===== config.mk =====
export PLATFORM = sky130hd
export DESIGN_NAME = fit_policy_memory_allocator_unit
export DESIGN_NICKNAME = d
export VERILOG_FILES = /design/src/hdl/fpma_pkg.sv /design/src/hdl/fpma_ram.sv /design/src/hdl/fpma_ctrl.sv /design/src/hdl/fit_policy_memory_allocator_unit.sv
export VERILOG_INCLUDE_DIRS = /design/src /design/src/hdl
export SDC_FILE = /design/constraint.sdc
export NUM_CORES = 2
export LEC_CHECK = 0
export ABC_CLOCK_PERIOD_IN_PS = 11600
export BUFFER_PORTS_ARGS = -buffer_cell sky130_fd_sc_hd__buf_2
export CORE_MARGIN = 1.5
export CORE_UTILIZATION = 50
export CTS_CLUSTER_DIAMETER = 120
export DETAILED_ROUTE_END_ITERATION = 7
export PLACE_DENSITY = 0.74
export SLEW_MARGIN = 10
export SYNTH_ARGS = -nofsm -noshare
export SYNTH_HDL_FRONTEND = slang
export SYNTH_HIERARCHICAL = 1
export SYNTH_SLANG_ARGS = --single-unit

===== constraint.sdc =====
create_clock -name clk_i -period 11.6 [get_ports clk_i]
set_clock_uncertainty 0.2 [all_clocks]
set_input_delay 2.32 -clock clk_i [delete_from_list [all_inputs] [get_ports clk_i]]
set_output_delay 2.32 -clock clk_i [all_outputs]
set_load 0.02 [all_outputs]

===== src/hdl/fit_policy_memory_allocator_unit_defines.svh =====
// Assertion macros for the allocator RTL.
// Included by modules that carry concurrent checks.
`ifndef FIT_POLICY_MEMORY_ALLOCATOR_UNIT_DEFINES_SVH
`define FIT_POLICY_MEMORY_ALLOCATOR_UNIT_DEFINES_SVH
// Assert an implication in the same cycle.
`define FPMA_ASSERT_IMP(lbl, clk, rstn, a, b) \
  lbl: assert property (@(posedge clk) disable iff (!rstn) (a) |-> (b)) \
    else $error("check failed");
// Assert an implication that must hold in the next cycle.
`define FPMA_ASSERT_NXT(lbl, clk, rstn, a, b) \
  lbl: assert property (@(posedge clk) disable iff (!rstn) (a) |=> (b)) \
    else $error("check failed");
`endif


===== src/hdl/fpma_pkg.sv =====
// Package for the fit-policy allocator: sizes, codes and shared types.
// No dependencies.
package fpma_pkg;
  localparam int MemUnits  = 1024;
  localparam int FreeSegs  = 32;
  localparam int AllocRecs = 32;
  localparam int AW = $clog2(MemUnits);
  localparam int FIW = $clog2(FreeSegs);
  localparam int AIW = $clog2(AllocRecs);
  localparam int FCW = $clog2(FreeSegs + 1);
  localparam int ACW = $clog2(AllocRecs + 1);
  localparam int PIDW = 16;
  localparam int SZW = 11;

  localparam logic [1:0] KIND_ALLOC = 2'd0;
  localparam logic [1:0] KIND_REL   = 2'd1;
  localparam logic [1:0] KIND_SFREE = 2'd2;
  localparam logic [1:0] KIND_SALOC = 2'd3;

  localparam logic [1:0] ST_OK    = 2'd0;
  localparam logic [1:0] ST_NOFIT = 2'd1;
  localparam logic [1:0] ST_NOPID = 2'd2;
  localparam logic [1:0] ST_FULL  = 2'd3;

  localparam logic [1:0] POL_FIRST     = 2'd0;
  localparam logic [1:0] POL_BEST      = 2'd1;
  localparam logic [1:0] POL_WORST     = 2'd2;
  localparam logic [1:0] POL_FIRST_ALT = 2'd3;

  typedef struct packed {
    logic [PIDW-1:0] owner;
    logic [AW-1:0]   first;
    logic [AW-1:0]   last;
  } rec_t;

  // memory port bundle: one read and one write address per cycle
  typedef struct packed {
    logic          we;
    logic [7:0]    waddr;
    rec_t          wdata;
    logic [7:0]    raddr;
  } mport_t;
endpackage


===== src/hdl/fpma_ram.sv =====
// Generic one-write one-read synchronous RAM with registered read.
// Depends on nothing.
module fpma_ram #(
  parameter int Depth = 32,
  parameter int Width = 36
) (
  input  logic                     clk_i,
  input  logic                     we_i,
  input  logic [$clog2(Depth)-1:0] waddr_i,
  input  logic [Width-1:0]         wdata_i,
  input  logic [$clog2(Depth)-1:0] raddr_i,
  output logic [Width-1:0]         rdata_o
);
  logic [Width-1:0] mem [Depth];
  always_ff @(posedge clk_i) begin
    if (we_i) mem[waddr_i] <= wdata_i;
    rdata_o <= mem[raddr_i];
  end
endmodule


===== src/hdl/fpma_ctrl.sv =====
// Sequencer for the allocator: scans, shifts and updates both tables.
// Depends on fpma_pkg and the defines header; drives two fpma_ram ports.
`include "fit_policy_memory_allocator_unit_defines.svh"
module fpma_ctrl (
  input  logic                      clk_i,
  input  logic                      rst_ni,
  input  logic [1:0]                policy_i,
  input  logic                      start_i,
  input  logic [1:0]                kind_i,
  input  logic [fpma_pkg::PIDW-1:0] pid_i,
  input  logic [fpma_pkg::SZW-1:0]  size_i,
  input  logic [fpma_pkg::AW-1:0]   rs_i,
  input  logic [fpma_pkg::AW-1:0]   re_i,
  output logic                      busy_o,
  output logic                      done_o,
  output logic [1:0]                status_o,
  output logic [fpma_pkg::AW-1:0]   os_o,
  output logic [fpma_pkg::AW-1:0]   oe_o,
  output fpma_pkg::mport_t          fport_o,
  input  fpma_pkg::rec_t            frd_i,
  output fpma_pkg::mport_t          aport_o,
  input  fpma_pkg::rec_t            ard_i
);
  import fpma_pkg::*;

  localparam logic [4:0] S_IDLE  = 5'd0;
  localparam logic [4:0] S_ASCAN = 5'd1;  // alloc: scan free table
  localparam logic [4:0] S_AFIN  = 5'd2;  // alloc: read chosen segment
  localparam logic [4:0] S_AGOT  = 5'd3;
  localparam logic [4:0] S_RSCAN = 5'd4;  // release: find owner
  localparam logic [4:0] S_PSCAN = 5'd6;  // add: find position p
  localparam logic [4:0] S_PPREV = 5'd7;  // add: read p-1
  localparam logic [4:0] S_PPRVD = 5'd8;
  localparam logic [4:0] S_PCUR  = 5'd9;  // add: read p
  localparam logic [4:0] S_PCURD = 5'd10;
  localparam logic [4:0] S_INS   = 5'd11; // shift up then write
  localparam logic [4:0] S_INSD  = 5'd12;
  localparam logic [4:0] S_MRG   = 5'd13; // check merge with k+1
  localparam logic [4:0] S_MRGD  = 5'd14;
  localparam logic [4:0] S_REM   = 5'd16; // shift down from rem index
  localparam logic [4:0] S_REMD  = 5'd17;
  localparam logic [4:0] S_POST  = 5'd18; // after add: follow-up
  localparam logic [4:0] S_DONE  = 5'd19;

  localparam logic [1:0] POST_NONE  = 2'd0;
  localparam logic [1:0] POST_ALLOC = 2'd1;
  localparam logic [1:0] POST_REL   = 2'd2;
  localparam logic [1:0] POST_TAIL  = 2'd3;

  logic [4:0]      st_q, st_d;
  logic [FCW-1:0]  fcnt_q, fcnt_d;
  logic [ACW-1:0]  acnt_q, acnt_d;
  logic [PIDW-1:0] pid_q, pid_d;
  logic [SZW-1:0]  size_q, size_d;
  logic [AW-1:0]   s_q, s_d, e_q, e_d;
  logic [8:0]      i_q, i_d;       // scan/shift index
  logic [8:0]      p_q, p_d;
  logic [8:0]      k_q, k_d;
  logic [8:0]      ch_q, ch_d;     // chosen segment / released record
  logic [SZW-1:0]  best_q, best_d;
  logic            fnd_q, fnd_d;
  logic            tfree_q, tfree_d; // add targets free table
  logic            rmw_q, rmw_d;     // remove targets free table
  logic [1:0]      stat_q, stat_d;
  logic [AW-1:0]   os_q, os_d, oe_q, oe_d;
  rec_t            kr_q, kr_d;       // entry k held
  rec_t            hold_q, hold_d;
  logic [1:0]      post_q, post_d;   // follow-up after an add

  rec_t            rd;
  logic [8:0]      cnt;
  logic [SZW-1:0]  seg;
  mport_t          fp, ap;

  assign rd  = tfree_q ? frd_i : ard_i;
  assign cnt = tfree_q ? 9'(fcnt_q) : 9'(acnt_q);
  assign seg = SZW'(frd_i.last) - SZW'(frd_i.first) + SZW'(1);

  always_comb begin
    st_d = st_q; fcnt_d = fcnt_q; acnt_d = acnt_q;
    pid_d = pid_q; size_d = size_q; s_d = s_q; e_d = e_q; i_d = i_q;
    p_d = p_q; k_d = k_q; ch_d = ch_q; best_d = best_q; fnd_d = fnd_q;
    tfree_d = tfree_q; rmw_d = rmw_q; stat_d = stat_q; os_d = os_q;
    oe_d = oe_q; kr_d = kr_q; hold_d = hold_q; post_d = post_q;
    fp = '0; ap = '0;
    case (st_q)
      S_IDLE: begin
        if (start_i) begin
          pid_d = pid_i; size_d = size_i;
          s_d = rs_i; e_d = re_i; i_d = '0; fnd_d = 1'b0;
          stat_d = ST_OK; os_d = '0; oe_d = '0; post_d = POST_NONE;
          case (kind_i)
            KIND_ALLOC: begin
              if (size_i == '0 || fcnt_q == '0) begin
                stat_d = ST_NOFIT; st_d = S_DONE;
              end else begin
                st_d = S_ASCAN;
              end
            end
            KIND_REL: st_d = (acnt_q == '0) ? S_DONE : S_RSCAN;
            default: begin
              tfree_d = (kind_i == KIND_SFREE);
              if (re_i < rs_i) begin
                stat_d = ST_NOFIT; st_d = S_DONE;
              end else begin
                st_d = S_PSCAN;
              end
            end
          endcase
          if (kind_i == KIND_REL) stat_d = ST_NOPID;
        end
      end
      S_ASCAN: begin
        fp.raddr = i_q[7:0];
        if (i_q > 9'd0 && !(fnd_q && policy_i != POL_BEST && policy_i != POL_WORST)) begin
          if (seg >= size_q) begin
            if (!fnd_q || (policy_i == POL_BEST && seg < best_q) ||
                (policy_i == POL_WORST && seg > best_q)) begin
              fnd_d = 1'b1; best_d = seg; ch_d = i_q - 9'd1;
            end
          end
        end
        if (i_q > 9'd0 && (i_q == 9'(fcnt_q) ||
            (fnd_d && policy_i != POL_BEST && policy_i != POL_WORST))) begin
          if (fnd_d) st_d = S_AFIN;
          else begin stat_d = ST_NOFIT; st_d = S_DONE; end
        end else begin
          i_d = i_q + 9'd1;
        end
      end
      S_AFIN: begin
        fp.raddr = ch_q[7:0];
        st_d = S_AGOT;
      end
      S_AGOT: begin
        hold_d = frd_i;
        s_d = frd_i.first;
        e_d = AW'(SZW'(frd_i.first) + size_q - SZW'(1));
        tfree_d = 1'b0; i_d = '0; post_d = POST_ALLOC;
        st_d = S_PSCAN;
      end
      S_RSCAN: begin
        ap.raddr = i_q[7:0];
        if (i_q > 9'd0 && ard_i.owner == pid_q) begin
          ch_d = i_q - 9'd1; s_d = ard_i.first; e_d = ard_i.last;
          tfree_d = 1'b1; i_d = '0; post_d = POST_REL; st_d = S_PSCAN;
        end else if (i_q == 9'(acnt_q)) begin
          st_d = S_DONE;
        end else begin
          i_d = i_q + 9'd1;
        end
      end
      S_PSCAN: begin
        fp.raddr = i_q[7:0]; ap.raddr = i_q[7:0];
        if (i_q > 9'd0 && !(rd.last < s_q)) begin
          p_d = i_q - 9'd1; st_d = S_PPREV;
        end else if (i_q == cnt) begin
          p_d = cnt; st_d = S_PPREV;
        end else begin
          i_d = i_q + 9'd1;
        end
      end
      S_PPREV: begin
        fp.raddr = 8'(p_q - 9'd1); ap.raddr = 8'(p_q - 9'd1);
        st_d = (p_q == 9'd0) ? S_PCUR : S_PPRVD;
      end
      S_PPRVD: begin
        if (AW'(rd.last + AW'(1)) == s_q && rd.last != '1 &&
            (tfree_q || rd.owner == pid_q)) begin
          k_d = p_q - 9'd1; kr_d = rd; kr_d.last = e_q;
          fp.we = tfree_q; ap.we = !tfree_q;
          fp.waddr = 8'(p_q - 9'd1); ap.waddr = 8'(p_q - 9'd1);
          fp.wdata = kr_d; ap.wdata = kr_d;
          st_d = S_MRG;
        end else begin
          st_d = S_PCUR;
        end
      end
      S_PCUR: begin
        fp.raddr = p_q[7:0]; ap.raddr = p_q[7:0];
        st_d = S_PCURD;
      end
      S_PCURD: begin
        if (p_q < cnt && e_q != '1 && AW'(e_q + AW'(1)) == rd.first &&
            (tfree_q || rd.owner == pid_q)) begin
          kr_d = rd; kr_d.first = s_q;
          fp.we = tfree_q; ap.we = !tfree_q;
          fp.waddr = p_q[7:0]; ap.waddr = p_q[7:0];
          fp.wdata = kr_d; ap.wdata = kr_d;
          st_d = S_POST;
        end else if (cnt == (tfree_q ? 9'(FreeSegs) : 9'(AllocRecs))) begin
          stat_d = ST_FULL; st_d = S_DONE;
        end else begin
          i_d = cnt; st_d = S_INS;
        end
      end
      S_INS: begin
        if (i_q == p_q) begin
          kr_d.owner = pid_q; kr_d.first = s_q; kr_d.last = e_q;
          fp.we = tfree_q; ap.we = !tfree_q;
          fp.waddr = p_q[7:0]; ap.waddr = p_q[7:0];
          fp.wdata = kr_d; ap.wdata = kr_d;
          k_d = p_q;
          if (tfree_q) fcnt_d = fcnt_q + FCW'(1);
          else acnt_d = acnt_q + ACW'(1);
          st_d = S_MRG;
        end else begin
          fp.raddr = 8'(i_q - 9'd1); ap.raddr = 8'(i_q - 9'd1);
          st_d = S_INSD;
        end
      end
      S_INSD: begin
        fp.we = tfree_q; ap.we = !tfree_q;
        fp.waddr = i_q[7:0]; ap.waddr = i_q[7:0];
        fp.wdata = rd; ap.wdata = rd;
        i_d = i_q - 9'd1; st_d = S_INS;
      end
      S_MRG: begin
        fp.raddr = 8'(k_q + 9'd1); ap.raddr = 8'(k_q + 9'd1);
        st_d = (k_q + 9'd1 < cnt) ? S_MRGD : S_POST;
      end
      S_MRGD: begin
        if (kr_q.last != '1 && AW'(kr_q.last + AW'(1)) == rd.first &&
            (tfree_q || rd.owner == pid_q)) begin
          kr_d.last = rd.last;
          fp.we = tfree_q; ap.we = !tfree_q;
          fp.waddr = k_q[7:0]; ap.waddr = k_q[7:0];
          fp.wdata = kr_d; ap.wdata = kr_d;
          rmw_d = tfree_q; i_d = k_q + 9'd1; st_d = S_REM;
        end else begin
          st_d = S_POST;
        end
      end
      S_REM: begin
        if (i_q + 9'd1 >= (rmw_q ? 9'(fcnt_q) : 9'(acnt_q))) begin
          if (rmw_q) fcnt_d = fcnt_q - FCW'(1);
          else acnt_d = acnt_q - ACW'(1);
          st_d = (rmw_q == tfree_q && post_q != POST_TAIL) ? S_POST : S_DONE;
        end else begin
          fp.raddr = 8'(i_q + 9'd1); ap.raddr = 8'(i_q + 9'd1);
          st_d = S_REMD;
        end
      end
      S_REMD: begin
        fp.we = rmw_q; ap.we = !rmw_q;
        fp.waddr = i_q[7:0]; ap.waddr = i_q[7:0];
        fp.wdata = rmw_q ? frd_i : ard_i; ap.wdata = fp.wdata;
        i_d = i_q + 9'd1; st_d = S_REM;
      end
      S_POST: begin
        os_d = s_q; oe_d = e_q; stat_d = ST_OK;
        case (post_q)
          POST_ALLOC: begin
            os_d = hold_q.first; oe_d = e_q;
            if (best_q == size_q) begin
              rmw_d = 1'b1; i_d = ch_q; post_d = POST_TAIL; st_d = S_REM;
            end else begin
              kr_d = hold_q; kr_d.first = AW'(SZW'(hold_q.first) + size_q);
              fp.we = 1'b1; fp.waddr = ch_q[7:0]; fp.wdata = kr_d;
              st_d = S_DONE;
            end
          end
          POST_REL: begin
            rmw_d = 1'b0; i_d = ch_q; post_d = POST_TAIL; st_d = S_REM;
          end
          default: st_d = S_DONE;
        endcase
      end
      S_DONE: begin
        if (stat_q != ST_OK) begin os_d = '0; oe_d = '0; end
        st_d = S_IDLE;
      end
      default: st_d = S_IDLE;
    endcase
  end

  always_ff @(posedge clk_i or negedge rst_ni) begin
    if (!rst_ni) begin
      st_q <= S_IDLE; fcnt_q <= '0; acnt_q <= '0;
    end else begin
      st_q <= st_d; fcnt_q <= fcnt_d; acnt_q <= acnt_d;
    end
  end

  always_ff @(posedge clk_i) begin
    pid_q <= pid_d; size_q <= size_d; s_q <= s_d; e_q <= e_d;
    i_q <= i_d; p_q <= p_d; k_q <= k_d; ch_q <= ch_d; best_q <= best_d;
    fnd_q <= fnd_d; tfree_q <= tfree_d; rmw_q <= rmw_d; stat_q <= stat_d;
    os_q <= os_d; oe_q <= oe_d; kr_q <= kr_d; hold_q <= hold_d; post_q <= post_d;
  end

  assign fport_o  = fp;
  assign aport_o  = ap;
  assign busy_o   = (st_q != S_IDLE);
  assign done_o   = (st_q == S_DONE);
  assign status_o = stat_q;
  assign os_o     = (stat_q == ST_OK) ? os_q : '0;
  assign oe_o     = (stat_q == ST_OK) ? oe_q : '0;

  `FPMA_ASSERT_IMP(a_fcnt_max, clk_i, rst_ni, 1'b1, fcnt_q <= FCW'(FreeSegs))
  `FPMA_ASSERT_IMP(a_acnt_max, clk_i, rst_ni, 1'b1, acnt_q <= ACW'(AllocRecs))
  `FPMA_ASSERT_IMP(a_one_we, clk_i, rst_ni, fp.we, !ap.we)
  `FPMA_ASSERT_NXT(a_idle_cnt, clk_i, rst_ni, st_q == S_IDLE && !start_i,
                   $stable(fcnt_q) && $stable(acnt_q))
endmodule


===== src/hdl/fit_policy_memory_allocator_unit.sv =====
// Top level of the fit-policy contiguous allocator: stream ports, output register.
// Depends on fpma_pkg, fpma_ctrl and fpma_ram.
// One transaction is processed at a time: s_axis_tready stays low while an item is in
// the sequencer or its result waits on the master side. The sequencer reads each table
// through one synchronous RAM port one entry per cycle, and an insert or a remove
// shifts entries one by one. The longest item is an allocate that scans a full free
// table, inserts at the front of a record table holding 31 entries and then removes the
// chosen segment from the front of the free table. No clearing pass after reset.
module fit_policy_memory_allocator_unit (
  input  logic        clk_i,
  input  logic        rst_ni,
  input  logic        cfg_we_i,
  input  logic [1:0]  cfg_wdata_i,
  input  logic        s_axis_tvalid,
  output logic        s_axis_tready,
  input  logic [1:0]  s_axis_tuser,  // kind
  input  logic [47:0] s_axis_tdata,  // proc_id[15:0], req_size[26:16],
                                     // region_start[36:27], region_end[46:37], zero pad
  output logic        m_axis_tvalid,
  input  logic        m_axis_tready,
  output logic [1:0]  m_axis_tuser,  // status
  output logic [23:0] m_axis_tdata   // out_start[9:0], out_end[19:10], zero pad
);
  import fpma_pkg::*;

  logic [1:0]  pol_q;
  logic        busy, done, start;
  logic [1:0]  status;
  logic [AW-1:0] os, oe;
  mport_t      fp, ap;
  rec_t        frd, ard;

  assign s_axis_tready = !busy && !m_axis_tvalid;
  assign start = s_axis_tvalid && s_axis_tready;

  always_ff @(posedge clk_i or negedge rst_ni) begin
    if (!rst_ni) begin
      pol_q <= '0; m_axis_tvalid <= 1'b0;
    end else begin
      if (cfg_we_i) pol_q <= cfg_wdata_i;
      if (done) m_axis_tvalid <= 1'b1;
      else if (m_axis_tready) m_axis_tvalid <= 1'b0;
    end
  end

  always_ff @(posedge clk_i) begin
    if (done) begin
      m_axis_tuser <= status;
      m_axis_tdata <= {4'd0, oe, os};
    end
  end

  fpma_ctrl u_ctrl (
    .clk_i, .rst_ni, .policy_i(pol_q), .start_i(start),
    .kind_i(s_axis_tuser), .pid_i(s_axis_tdata[15:0]),
    .size_i(s_axis_tdata[26:16]), .rs_i(s_axis_tdata[36:27]), .re_i(s_axis_tdata[46:37]),
    .busy_o(busy), .done_o(done), .status_o(status), .os_o(os), .oe_o(oe),
    .fport_o(fp), .frd_i(frd), .aport_o(ap), .ard_i(ard)
  );

  fpma_ram #(.Depth(FreeSegs), .Width($bits(rec_t))) u_free (
    .clk_i, .we_i(fp.we), .waddr_i(fp.waddr[FIW-1:0]), .wdata_i(fp.wdata),
    .raddr_i(fp.raddr[FIW-1:0]), .rdata_o(frd)
  );

  fpma_ram #(.Depth(AllocRecs), .Width($bits(rec_t))) u_alloc (
    .clk_i, .we_i(ap.we), .waddr_i(ap.waddr[AIW-1:0]), .wdata_i(ap.wdata),
    .raddr_i(ap.raddr[AIW-1:0]), .rdata_o(ard)
  );
endmodule

Word-level counts from Yosys, hierarchy flattened
Memory sizes are Yosys's and may differ from the RTL's. A register that Yosys moved wholly into a read port is not among the register bits.
Cells that the tools add are included.
Storage, ports and cells
  word-level logic and storage cells: 333
  flip-flop bits (word level): 235
  memories: 2
  bits in writable memories: 2304
Memories
  u_alloc.mem: words 32, width 36, rd ports 1, clocked after memory_dff 1, wr ports 1, line fpma_ram.sv:14  | logic [Width-1:0] mem [Depth];
  u_free.mem: words 32, width 36, rd ports 1, clocked after memory_dff 1, wr ports 1, line fpma_ram.sv:14
Cells by class
  mux-type cells: 129
  $add $sub $neg: 16
  magnitude comparators: 9
  equal/unequal tests: 72
  reduce and logical (&&, ||, !) cells: 76
Operator list (number)
  45-bit 2-to-1 mux: 10
  45-bit one-hot mux with 7 select lines: 1
  45-bit one-hot mux with 6 select lines: 1
  36-bit 2-to-1 mux: 7
  9-bit 2-to-1 mux: 18
  10-bit one-hot mux with 3 select lines: 4
  26-bit one-hot mux with 4 select lines: 1
  9-bit one-hot mux with 10 select lines: 1
  5-bit one-hot mux with 17 select lines: 1
  10-bit 2-to-1 mux: 8
  5-bit 2-to-1 mux: 16
  6-bit 2-to-1 mux: 10
  9-bit one-hot mux with 2 select lines: 3
  10-bit one-hot mux with 5 select lines: 1
  5-bit by 4-bit == test with 1-bit output, second input constant: 7
  5-bit one-hot mux with 7 select lines: 1
  16-bit == test: 2
  10-bit by 1-bit adder with 10-bit output, second input constant: 3
  10-bit == test: 3
  10-bit inequality test, second input constant: 3
  2-bit by 1-bit inequality test with 1-bit output, second input constant: 15
  5-bit one-hot mux with 6 select lines: 1
  2-bit inequality test, second input constant: 14
  9-bit by 6-bit == test with 1-bit output: 3
  other kinds (58): 168

Logic depth before layout (Yosys ltp)
  depth in word-level cells: 16
  depth in mapped cells: 22
  depth with buffers taken out: 22

Hierarchy
The synthesis kept the hierarchy.
By module, submodules not included
  fpma_ram: cells each 2536, seq. area each 35313.9 µm², area an instance 45570.0 µm², times used 2
  fpma_ctrl: cells each 1923, seq. area each 6221.0 µm², area an instance 17611.9 µm², times used 1
  fit_policy_memory_allocator_unit: cells each 36, seq. area each 735.7 µm², area an instance 820.8 µm², times used 1

Least setup slack after synthesis
No wires, ideal clock.
  kind: register to register
  start point: reg u_ctrl.tfree_q
  end point: mem u_free.mem[28][0] (enable)
  buffers on the path: 5
  setup slack: 4.818 ns
  arrival: 6.153 ns
  stages on the path, launching flop included: 18
  clock period less this slack: 6.782 ns
  library setup time: 0.429 ns
  cells stage by stage: edfxtp_1 -> buf_2 -> buf_4 -> buf_2 -> buf_1 -> mux2_2 -> ha_1 -> xor2_1 -> xnor2_1 -> or3_1 -> a311o_1 -> or4_4 -> o31ai_1 -> nor4_1 -> o221ai_1 -> or3b_2 -> clkbuf_1 -> nor2_1
RTL lines
  from (decl): line fpma_ctrl.sv:62  | logic tfree_q, tfree_d;
  from (signal assigned): line fpma_ctrl.sv:288  | fnd_q <= fnd_d; tfree_q <= tfree_d; rmw_q <= rmw_d; stat_q <= stat_d;
  to (decl): line fpma_ram.sv:14

==> impl.org <==
** Route
- Number of DRC violations after detailed-routing iteration 0 :: 7882
- Met3 wire length :: 26.3 mm
- Detail Route met2 WL :: 135 mm
- M1 wire length :: 111 mm
- Total number of vias :: roughly 63000
- Using the TritonRoute via totals, the vias-per-cell ratio works out to 6.21.
- Antenna Nets Post-Route :: 0
- In this run the top signal layer used is met5.
- The first detailed-routing pass took 8 iterations.
- Dividing the detail-routed wire length by the instance count gives about 28 um.
- For this run, design rule violations remaining after detail routing come to 2.
- Post-Route WL :: 285 mm

** Setup path
- Library cell contributing the largest single delay on the critical path :: nor2_4
- The setup check on the worst reg-to-reg path leaves a slack of ~3.7 ns.
- The critical path contains buffers and inverters numbering 4 combined.
- Dominant delay contributor by cell family on the critical path :: simple AND/OR/NAND/NOR gates
- The number of cells on the worst reg-to-reg path is 14.
- In this run the worst path has a maximum fanout of 39.
- Required time worst endpoint :: 11.89 ns
- The cell that appears most often on the critical path is buf_4.
- Critical Path Max Stage Delay :: 0.89 ns
- Arrival time of data at the critical path endpoint :: a little over 8 ns
- The startpoint identified for the worst register-to-register timing path is u_ctrl/tfree_q.
- The worst setup path is of the register to register kind.
- Sort of element at the end of the critical path :: register
- Critical path, cell by cell :: buf_4, buf_4, mux2i_1, xnor2_1, nor4_1, nand4_1, and2_4, nor4b_4, buf_4, nor4_1, o221ai_1, nand3b_1, nor2_4, buf_4
- STA classifies the critical path startpoint as a register.
- In this run the critical register-to-register path is captured at u_free/mem[25][15].

** Layout
- From synthesis to final layout, the design area changed by 10.9%.
- Number of nets in the final layout :: roughly 7300
- The post-route netlist has between 10 and 15% of its cells at a drive strength greater than 1.
- Post-layout instance area :: 0.121 mm^2

** Place
- Routability-driven placement finished with a final weighted congestion of 0.932.
- After detailed placement, the total cell area comes to 0.113 mm^2.
- Input and output buffers added on the ports amount to 79.
- Summed over all nets, the half-perimeter wirelength after detailed placement is 159 mm.

** Logic synthesis
- Gate Count Post-Synth :: roughly 7000
- Yosys printed 6 warnings.
- Dividing the synthesized area by the synthesized cell count gives 15.6 um^2.
- The mapped netlist covers 0.109 mm^2.

** Worst hold path
- In this run the most critical hold path is launched from u_ctrl/status_o[0].
- End point of the worst hold path :: m_axis_tuser[0]
- Instance count along the most critical hold path :: 0
- Class of the tightest hold or removal check :: register to register

** Timing
- Based on the critical path, the design can be clocked at up to 127 MHz.
- Setup violations remaining at the end of the flow were counted as 0.
- Subtracting the final worst setup slack from the clock period gives around 7.9 ns.
- RSZ-0062 raised after global routing :: no
- The number of slew-limit violations in the final report was 0.
- After layout, the worst path uses 67.8% of the clock period.
- Measured against its own limit, the worst slew margin works out to 15.7%.
- Final setup TNS :: 0 ns
- For the pin with the worst max-slew slack, the measured transition is around 1.3 ns.
- Hold Violations, Final :: 0

** Floorplanning
- Die Outline Area :: 0.221 mm^2
- After floorplanning, the core was divided into 171 placement rows.
- In this run the count of I/O pins placed on the die edge is 85.
- Floorplan core area :: 0.217 mm^2
- In this run the horizontal extent of the chip is 471 um.
- DIE HEIGHT :: approximately 470 um
- For this configuration, the core starts out at a cell density of 50.3%.

** GRT
- The total overflow left after global routing is 0.
- The first global-routing pass estimated 412 mm of wire.
- Maximum number of pins on one net before global-route repair :: 141
- The via count of the first global-routing pass is 62400.
- Across every metal layer, demand over resource in global routing totals 25.2%.
- Antenna violations before repair :: 9

** Job
- Max-cap violations :: 0

** CTS
- Buffers inserted to repair hold after CTS numbered 0.
- After clock tree synthesis, the repair step resized 0 gates.
- Maximum level of the CTS H-tree :: 4
- Clock input transition at the sequential cells of the worst setup and hold paths :: around 0.060 ns
- Number of buffers created by CTS :: between 200 and 250
- Clock tree from TritonCTS :: yes
- After clock tree synthesis, the setup repair step added 0 buffers.
- For the worst-skew pair, the clock arrives at the later sink with an insertion delay of 0.88 ns.
- In this run the deepest clock path goes through 3 buffers.
- CTS placed an instance of clkbuf_16 at the clock tree root.
- The clock net in this run drives a total of 2611 sinks.

** Run status
- Violations in the final reports :: DRC
- The run finished, with violations left.

** Power and ir drop
- Cell leakage power :: 40.1 nW
- IR Drop Worst-Case VDD :: 270 uV
- Power Dens Cells :: roughly 250 mW/mm^2
-- registers in the layout, indices dropped and copies added (netlist names), 11 cells and up --
name and count:
u_ctrl/size_q 11, u_ctrl/pid_q 16, u_free/rdata_o 36, m_axis_tdata 20, u_alloc/rdata_o 36, u_alloc/mem 1152, u_free/mem 1152, u_ctrl/hold_q 36
u_ctrl/kr_q 36, u_ctrl/best_q 11
-- worst reg2reg max path, delay by kind of cell (launching register included) --
family / cells / cell delay [ns]
multiplexers: 1 / 0.69
flip-flops: 1 / 0.33
AND/OR/NAND/NOR: 7 / 3.64
AO/OA/AOI/OAI: 1 / 0.47
buffers and inverters: 4 / 1.93
XOR/XNOR: 1 / 0.20
-- worst max path at each step --
stage                              start            endpoint  slack [ns]  cells after the start
after floorplan           u_ctrl/tfree_q   u_free/mem[28][0]        4.82                     17
after global placement    u_ctrl/tfree_q  u_free/mem[25][15]        4.19                     14
after detailed placement  u_ctrl/tfree_q  u_free/mem[25][15]        4.05                     14
after CTS                 u_ctrl/tfree_q  u_free/mem[25][15]        4.00                     14
after global routing      u_ctrl/tfree_q  u_free/mem[25][15]        3.51                     14
final                     u_ctrl/tfree_q  u_free/mem[25][15]        3.74                     14
-- layout make-up --
type	count	area, um^2
antenna	1	2.50
clock buffer	327	6520
clock inverter	121	1310
fill	16400	95900
inverter	141	529
multi-input combinational	3854	29700
sequential	2611	77600
tap	2854	3570
timing repair buffer	270	1980
-- stage by stage --
step / instances / hold slack, ns / setup slack (ns) / power [mW] / utilization (%)
global placement: 9730 / 0.239 / 4.19 / 22.6 / 52.2
global route: 10200 / 0.272 / 3.51 / 31.8 / 55.8
detailed placement: 9730 / 0.247 / 4.05 / 22.8 / 52.2
CTS: 10200 / 0.260 / 4.00 / 30.6 / 55.8
finish: 10200 / 0.263 / 3.74 / 30.7 / 55.8
floorplan: 6993 / 0.227 / 4.82 / 19.5 / -
-- placed cells by master (no fill, tap or decap), types with 20 or more instances in the layout --
cell and instances:
a21o_1 24, a21oi_1 317, a221o_1 20, a22o_1 144, a22oi_1 246, a31oi_1 76
and2_1 28, buf_2 79, buf_4 179, bufinv_16 22, clkbuf_1 66, clkbuf_16 238
clkbuf_8 23, clkinv_1 23, clkinv_2 47, dfrtp_1 20, dfxtp_1 72, edfxtp_1 2519
ha_1 117, inv_1 138, mux2i_1 1226, nand2_1 401, nand3_1 291, nand4_1 27
nor2_1 111, nor2_4 70, nor3_1 101, nor4_1 23, o211ai_1 56, o21ai_0 75
o221ai_1 29, xnor2_1 128, xor2_1 48
-- where the power goes --
group / internal, mW / switching (mW) / total, mW
logic: 4.00 / 6.88 / 10.9
registers: 11.3 / 0.686 / 11.9
clock network: 4.43 / 3.40 / 7.83
-- routing by layer --
metal	track usage, %	vias up
li1	-	27500
met1	33.7	32000
met2	40.9	3200
met3	4.43	575
met4	10.2	6
met5	0	-
(Power assumes the default switching activity.)
